--- config.mk ---
export PLATFORM = sky130hd
export DESIGN_NAME = lesm_cell
export DESIGN_NICKNAME = d
export VERILOG_FILES = /design/src/lesm_pkg.sv /design/src/lesm_cell.sv
export SDC_FILE = /design/constraint.sdc
export NUM_CORES = 1
export LEC_CHECK = 0
export BUFFER_PORTS_ARGS = -buffer_cell sky130_fd_sc_hd__buf_2
export CAP_MARGIN = 25
export CORE_ASPECT_RATIO = 1.4
export CORE_MARGIN = 1
export CORE_UTILIZATION = 54
export CTS_CLUSTER_SIZE = 25
export DETAILED_ROUTE_END_ITERATION = 7
export GPL_TIMING_DRIVEN = 1
export MAX_ROUTING_LAYER = met4
export PLACE_DENSITY = 0.9
export SYNTH_ARGS = -nofsm -noshare
export SYNTH_HDL_FRONTEND = slang
export SYNTH_SLANG_ARGS = --single-unit
--- constraint.sdc ---
create_clock -name clk -period 6.4 [get_ports clk]
set_clock_uncertainty 0.2 [all_clocks]
set_input_delay 0 -clock clk [delete_from_list [all_inputs] [get_ports clk]]
set_output_delay 0 -clock clk [all_outputs]
set_load 0.05 [all_outputs]
--- src/lesm_pkg.sv ---
`timescale 1ns / 1ps
package lesm_pkg;

  localparam int MAX_LEN     = 256;
  localparam int SYMBOL_BITS = 8;
  // fill count and suffix lengths both reach MAX_LEN
  localparam int CNT_W       = $clog2(MAX_LEN + 1);
  localparam int LEN_W       = CNT_W;

  typedef struct packed {
    logic [7:0] symbol;
    logic       restart;
    logic       keep;
  } in_t;

  typedef struct packed {
    logic [7:0] match_len;
    logic       history_full;
  } out_t;

  // beat travelling along the cell chain
  typedef struct packed {
    logic                   valid;
    logic [SYMBOL_BITS-1:0] symbol;
    logic [CNT_W-1:0]       n;
    logic                   store;
    logic                   full;
    logic [LEN_W-1:0]       left_len;
    logic [LEN_W-1:0]       best;
  } tok_t;

  function automatic logic [7:0] sat_len(input logic [LEN_W-1:0] len);
    logic [LEN_W+7:0] w;
    w = {8'd0, len};
    sat_len = (w > (LEN_W + 8)'(255)) ? 8'hFF : w[7:0];
  endfunction

endpackage

--- src/lesm_cell.sv ---
`timescale 1ns / 1ps
module lesm_cell (
  input  logic                       clk,
  input  logic                       rst,
  input  logic                       advance,
  input  logic [lesm_pkg::CNT_W-1:0] idx,
  input  lesm_pkg::tok_t             left,
  output lesm_pkg::tok_t             right
);

  logic [lesm_pkg::SYMBOL_BITS-1:0] sym;
  logic [lesm_pkg::LEN_W-1:0]       len;
  logic                             active;
  logic                             hit;
  logic [lesm_pkg::LEN_W-1:0]       v;
  logic [lesm_pkg::LEN_W-1:0]       best_next;

  always_comb begin
    active    = (idx < left.n);
    hit       = active && (sym == left.symbol);
    v         = hit ? (left.left_len + lesm_pkg::LEN_W'(1)) : '0;
    best_next = (v > left.best) ? v : left.best;
  end

  // neighbour gets this cell's length from before the update
  always_ff @(posedge clk) begin
    if (advance) begin
      right.symbol   <= left.symbol;
      right.n        <= left.n;
      right.store    <= left.store;
      right.full     <= left.full;
      right.left_len <= len;
      right.best     <= best_next;
    end
    if (rst) begin
      right.valid <= 1'b0;
    end else if (advance) begin
      right.valid <= left.valid;
    end
  end

  always_ff @(posedge clk) begin
    if (advance && left.valid && left.store) begin
      if (active) begin
        len <= v;
      end else if (idx == left.n) begin
        sym <= left.symbol;
        len <= '0;
      end
    end
  end

endmodule

==> summary.md, run 1 <==
| Metric | Value |
|---|---|
| Area leader, netlist | edfxtp_1 |
| Max frequency | 0.2546 GHz |
| Post-Synth XOR/XNOR Area | 0.04976 |
| Number of synthesized flops with an enable pin | 54 |
| Post-synth top flop | edfxtp_1 |
| Switching Share | 0.2964 |
| Die Span X | 61.10 µm |
| P_leak | 1.450 nW |
| HP Class | primary input to register |
| Class of the most critical setup path | primary input to register |
| N_diodes | 0 |
| Flop pwr share | 0.539 |
| DRC Markers | 0 |
| Final instance area | 3577 µm² |
| Total power | 780.1 µW |
| Largest family of logic cells by synthesized area | simple AND/OR/NAND/NOR gates |
| FILL cells | 294 |
| CTS tree | done |
| Hold path startpoint | left[14] |
| Pwr dens | 218.1 nW/µm² |
| Warnings from Yosys | 0 |
| Worst hold slack | 0.02516 ns |
| Site Rows | 29 |
| Via/cell ratio | 5.129 |
| Post-Synth Adder-Cell Area | 0.09005 |
| RSZ-0062 raised after global routing | no |
| Die Y | 84.73 µm |
| Crit path launch type | primary input |
| TNS Setup | 0 ns |
| CP Data Required Time | 6.28 ns |
| Hold EP | len[5]$_SDFFCE_PP0P_ |
| GPL Wtd Cong | 0.7993 |
| Vias in the first global route | 1937 |
| Initial Util | 0.5729 |
| Clock power frac | 0.258 |
| Mapped Area | 2640 µm² |
| Share of cells above drive strength 1 | 0.3666 |
| Slew HR | 0.3214 |
| Net count after synthesis | 253 |
| R2R cell count | 10 |
| Flop2flop setup slack | 2.62 ns |
| Yosys reg bits | 55 |
| Final Hold Vio Count | 0 |
| WL/cell | 14.32 µm |
| Seq/Total Area, Yosys | 0.6218 |
| Synth top cells by count | edfxtp_1 (54), ha_1 (19), inv_1 (19), nor4_1 (12), xor2_1 (12) |
| First-pass GRT wire length | 8.638 mm |
| Htree depth | 2 |
| CTS root buf | clkbuf_8 |
| Via Count | 1913 |
| Yosys top cell area share | 0.6142 |
| Worst-path clk slew | 0.10 ns |
| CORE AREA | 4608 µm² |
| Maximum clock path buffer count | 2 |
| Pre-CTS setup slack | 2.678 ns |
| Io pins | 88 |
| Clock Latency Late Sink | 0.31 ns |
| Status | completed |
| Most frequent cell after synthesis | edfxtp_1 |
| Max VDD drop | 0.1527 mV |
| Async S/R FF share, synth | 0 |
| Post-synthesis mux area share | 0.04218 |
| Simple-Gate Fraction of Synth Area | 0.1213 |
| Worst path arrival time | 3.80 ns |
| Library cells used by synthesis | 32 |
| Average size of a mapped cell | 14.35 µm² |
| Clock sink total | 55 |
| Global route overflow | 0 |
| 1st-iter DRT viols | 39 |
| Port bufs | 87 |
| Overall routing resource usage | 0.2365 |
| Count of final setup violators | 0 |
| TritonCTS Buffers | 5 |
| CTS resizes | 0 |
| Hold path cells | 3 |
| P&R area growth vs syn | 35.50% |
| Crit. End Element | register |
| Final-stage net count | 379 |
| Largest net degree at the start of global routing | 40 |
| Fin. max-slew vios | 0 |
| Postcts setup bufs | 0 |
| RR Startpoint | sym[6]$_DFFE_PP_ |
| Post-synthesis compound-gate area fraction | 0.03602 |
| HPWL after detailed placement | 3.571 mm |
| Combinational group share of total power | 0.203 |
| Cells after Synth | 184 |
| Initial antenna violation count | 0 |
| Post-layout minimum cycle time | 3.928 ns |
| Antenna-violating nets left | 0 |
| Final cycle utilization of the critical path | 0.6137 |
| Drt pass-1 iters | 4 |
| Cell Int Power | 548.9 µW |
| Crit path max fanout | 19 |
| Reg2reg end | right[0]$_DFFE_PP_ |
| Max-Cap Viols | 0 |
| Worst slew pin tran | 1.018 ns |
| Die ar. | 5177 µm² |
| Worst setup margin | 2.472 ns |
| Final WL | 5.341 mm |
| Net switching power | 231.2 µW |
| Top post-synthesis cells by area | edfxtp_1 (61%), ha_1 (9.0%), xor2_1 (4.0%), mux2_2 (3.8%), nor4_1 (2.8%) |
| Post-DP Area | 3129 µm² |
-- layout by cell type, fill, tap and decap left out --
cell type and n:
edfxtp_1 54, xor2_1 12, inv_8 1, a21oi_2 2, and4_1 1, dlygate4sd3_1 35
clkbuf_8 5, nor4b_1 1, mux2_2 9, nand4_1 5, nor2_1 7, xnor2_1 3
or3_1 1, o21ai_0 3, nand2_1 6, nor2b_1 1, inv_1 19, nor4_1 12
ha_1 19, nor4_4 2, buf_4 1, nand3_1 4, a211oi_2 1, o31ai_1 1
mux2i_1 1, o21a_1 1, nor3_1 4, buf_2 87, nor4b_2 1, o211ai_1 1
a21oi_1 4, clkinv_4 2, nor4_2 3, dfxtp_1 1, a21o_1 1
-- stage by stage --
step / util / instances
after floorplan: - / 184
after global placement: 0.6774 / 329
after detailed placement: 0.6791 / 330
after CTS: 0.7763 / 373
after global routing: 0.7763 / 373
final: 0.7763 / 373
-- cell type report --
type	count	area, µm²	share of cell area
well taps	62	77.57	0.02169
flip-flops and latches	55	1642	0.4589
multi-input cells	106	895.9	0.2504
repair buffers	123	793.3	0.2218
clock buffers	5	68.82	0.01924
inverters	19	71.32	0.01994
clock inverters	3	28.78	0.008045
-- flip-flops by register name, summed over array words and instances, names as in the netlist --
register  count
right        38
len           9
sym           8
-- logic make-up after synthesis --
| group | after synthesis |
|---|---|
| xor+xnor | 15 |
| buf+inv | 23 |
| compound gates | 14 |
| mux | 10 |
| flops | 55 |
| simple gates | 48 |
| fa+ha+maj | 19 |
-- routing by layer --
metal,part of all wire,global-route usage,wire length [µm],vias to the layer above
met5,0,-,0,-
met4,0.030,0.1157,161,0
met3,0.034,0.04314,183,16
met2,0.56,0.4002,2966,60
met1,0.38,0.2557,2029,889
li1,-,-,-,948
-- critical path: stages --
cell and delay, ns:
dlygate4sd3_1 0.52, buf_2 0.11, inv_1 0.04, ha_1 0.30, a211oi_2 0.18, nor2_1 0.06
or3_1 0.66, nor4_1 0.49, ha_1 0.23, a21oi_1 0.07, o211ai_1 0.20, o31ai_1 0.12
a21oi_2 0.42, mux2_2 0.40
-- worst max path at each step --
| stage | startpoint | endpoint | cells past startpoint |
|---|---|---|---|
| after floorplan | sym[7]$_DFFE_PP_ | right[0]$_DFFE_PP_ | 11 |
| after global placement | sym[6]$_DFFE_PP_ | right[6]$_DFFE_PP_ | 10 |
| after detailed placement | sym[6]$_DFFE_PP_ | right[3]$_DFFE_PP_ | 10 |
| after CTS | left[26] | right[6]$_DFFE_PP_ | 14 |
| after global routing | left[26] | right[0]$_DFFE_PP_ | 14 |
| final | left[26] | right[0]$_DFFE_PP_ | 14 |
-- power groups by stage --
stage | combinational, mW | sequential [mW] | clock (mW)
2_1_floorplan | 0.0335 | 0.492 | 0
3_3_place_gp | 0.137 | 0.428 | 0
3_5_place_dp | 0.140 | 0.429 | 0
4_1_cts | 0.157 | 0.421 | 0.204
5_1_grt | 0.168 | 0.423 | 0.217
6_report | 0.158 | 0.421 | 0.201
-- repair_timing --
action | CTS | global route
hold endpoints to repair | 42 | 0
endpoints found under the setup margin | 0 | 0
hold buffers | 35 | 0
No activity file was read; power rests on OpenSTA's default activity.
==> run 2: changes to the inputs <==
Settings changed: CORE_UTILIZATION 54 to 45, PLACE_DENSITY 0.9 to 0.8.
Clock period 6.4 ns to 3.45 ns, I/O delays scaled along.
==> run 2 against run 1 <==
  * First-iteration DRC count up 26%
  * Critical endpoint is now right[2]$_DFFE_PP_
  * Core utilization down 11 points
  * Sequential power up 85%
  * Die area up 19%
  * Final cell count up 2.9%
  * Final area up 3.4%
  * Sequential share of layout area down 1.5 points
  * Setup slack worse by 2.4 ns
==> summary.md, run 2 (synthesis results as in run 1) <==
| Metric | Value |
|---|---|
| CP Data Required Time | 3.31 ns (-2.97 ns) |
| Maximum clock path buffer count | 2 (unchanged) |
| Global route overflow | 0 (unchanged) |
| Crit path launch type | register |
| Finished Layout Cells | 384 (+2.9%) |
| Class of the most critical setup path | register to register |
| Port bufs | 87 (unchanged) |
| Htree depth | 2 (unchanged) |
| Final instance area | 3697 µm² (+3.4%) |
| Share of cells above drive strength 1 | 0.3829 (+0.01635) |
| Clock Latency Late Sink | 0.31 ns (about the same) |
| DRC Markers | 0 (unchanged) |
| Vias in the first global route | 1927 (-0.52%) |
| Final WL | 5.352 mm (+0.21%) |
| TNS Setup | 0 ns (unchanged) |
| HPWL after detailed placement | 3.607 mm (+1.0%) |
| Pwr dens | 410.2 nW/µm² (+88%) |
| N_diodes | 0 (unchanged) |
| Fin. max-slew vios | 0 (unchanged) |
| Initial antenna violation count | 0 (unchanged) |
| Drt pass-1 iters | 4 (unchanged) |
| Post-DP Area | 3212 µm² (+2.6%) |
| RSZ-0062 raised after global routing | no |
| Largest Register | right |
| Commonest non-fill, non-tap cell in the layout | buf_2 |
| Placed cells | 341 (+3.3%) |
| HP Class | primary input to register |
| Flop2flop setup slack | 0.09 ns (-2.53 ns) |
| Largest net degree at the start of global routing | 40 (unchanged) |
| Io pins | 88 (unchanged) |
| Die ar. | 6182 µm² (+19%) |
| Total power | 1.517 mW (+94%) |
| Worst slew pin tran | 0.6197 ns (-0.3983 ns) |
| Antenna-violating nets left | 0 (unchanged) |
| Crit path max fanout | 17 (-2) |
| Status | completed |
| GPL Wtd Cong | 0.7425 (-7.1%) |
| Biggest regs | right (38), len (9), sym (8) |
| Area of the multi-input gates | 915.9 µm² (+2.2%) |
| Overall routing resource usage | 0.1967 (-0.03982) |
| Worst setup margin | 0.09447 ns (-2.378 ns) |
| Worst-path clk slew | 0.10 ns (about the same) |
| Final Hold Vio Count | 0 (unchanged) |
| WL/cell | 13.94 µm (-2.7%) |
| Reg area | 1642 µm² (unchanged) |
| Commonest non-fill, non-tap cells in the layout | buf_2 (87), edfxtp_1 (54), dlygate4sd3_1 (35) |
| Die Span X | 66.74 µm (+9.2%) |
| Worst path arrival time | 3.22 ns (-0.58 ns) |
| Die Y | 92.63 µm (+9.3%) |
| Post-layout minimum cycle time | 3.356 ns |
| Max frequency | 0.2980 GHz |
| Initial Util | 0.4744 (-0.09853) |
| Count of final setup violators | 0 (unchanged) |
| Clock sink total | 55 (unchanged) |
| Via Count | 1923 (+0.52%) |
| Slew HR | 0.5853 (+0.2640) |
| Final cycle utilization of the critical path | 0.9726 |
| CTS tree | done |
| FILL cells | 411 (+40%) |
| Final-stage net count | 384 (+1.3%) |
| P_leak | 1.494 nW (+3.0%) |
| CTS root buf | clkbuf_8 |
| Flip-flop count of the largest register after layout | 38 (unchanged) |
| Pre-CTS setup slack | 0.006362 ns (-2.672 ns) |
| Max VDD drop | 0.2347 mV (+54%) |
| 1st-iter DRT viols | 49 (+26%) |
| Crit. End Element | register |
| Via/cell ratio | 5.008 (-2.4%) |
| TritonCTS Buffers | 5 (unchanged) |
| Max-Cap Viols | 0 (unchanged) |
| Postcts setup bufs | 0 (unchanged) |
| CORE AREA | 5565 µm² (+21%) |
| First-pass GRT wire length | 8.769 mm (+1.5%) |
| Site Rows | 32 (+10%) |
| P&R area growth vs syn | 40.05% |
==> run 2: cell count changes in the layout (fill, tap and decap cells not counted) <==
cell,before,now
nor4_1,12,10
nor4_2,3,5
inv_8,1,0
buf_12,0,3
bufinv_16,0,1
clkinv_4,2,0
clkinvlp_4,0,1
a21oi_4,0,1
inv_6,0,1
buf_4,1,3
a21oi_2,2,1
==> run 2: path summary, 6_finish.rpt <==
path | start | to | cells after the start
setup / recovery | sym[6]$_DFFE_PP_ | right[2]$_DFFE_PP_ | 11
hold / removal | left[14] | len[5]$_SDFFCE_PP0P_ | 3
setup reg to reg | sym[6]$_DFFE_PP_ | right[2]$_DFFE_PP_ | 11
hold reg to reg | len[6]$_SDFFCE_PP0P_ | right[15]$_DFFE_PP_ | 0
==> run 2: stage by stage <==
stage	util	hold WS, ns
6_report	0.6643	0.02697
5_1_grt	0.6643	0.06401
4_1_cts	0.6607	0.003294
3_5_place_dp	0.5771	-0.03263
3_3_place_gp	0.5771	-0.04159
2_1_floorplan	-	-0.1276
==> run 2: cell type report <==
class / instances / share of cell area
Tap cell: 68 / 0.02301
Clock buffer: 5 / 0.01861
Inverter: 19 / 0.01929
Multi-Input combinational cell: 106 / 0.2477
Timing Repair Buffer: 128 / 0.2349
Sequential cell: 55 / 0.4440
Clock inverter: 3 / 0.01252
==> run 2: power breakdown <==
group | switching, mW | total (mW) | internal (mW) | leakage [nW]
Sequential | 0.00814 | 0.780 | 0.772 | 0.498
Combinational | 0.201 | 0.304 | 0.102 | 0.941
Clock | 0.214 | 0.433 | 0.219 | 0.0548
==> run 2: worst max-delay path, cell delays in order, from the launching register on <==
cell and delay (ns):
edfxtp_1 0.39, xor2_1 0.15, nor4_1 0.32, nand2_1 0.15, buf_12 0.18, nor4_4 0.30
ha_1 0.30, a21oi_1 0.19, o21ai_0 0.10, nor3_1 0.34, a21oi_4 0.17, mux2_2 0.31
==> run 2: repair_timing <==
action,CTS,global route
hold buffers,35,0
setup endpoints to repair,0,9
gates resized for setup,0,3
endpoints found under the hold margin,42,0
==> run 2: per-layer routing <==
| metal | share of wire | global-route usage | vias to the layer above |
|---|---|---|---|
| li1 | - | - | 954 |
| met1 | 0.38 | 0.2274 | 896 |
| met2 | 0.55 | 0.3333 | 61 |
| met3 | 0.042 | 0.03079 | 12 |
| met4 | 0.026 | 0.08156 | 0 |
| met5 | 0 | - | - |
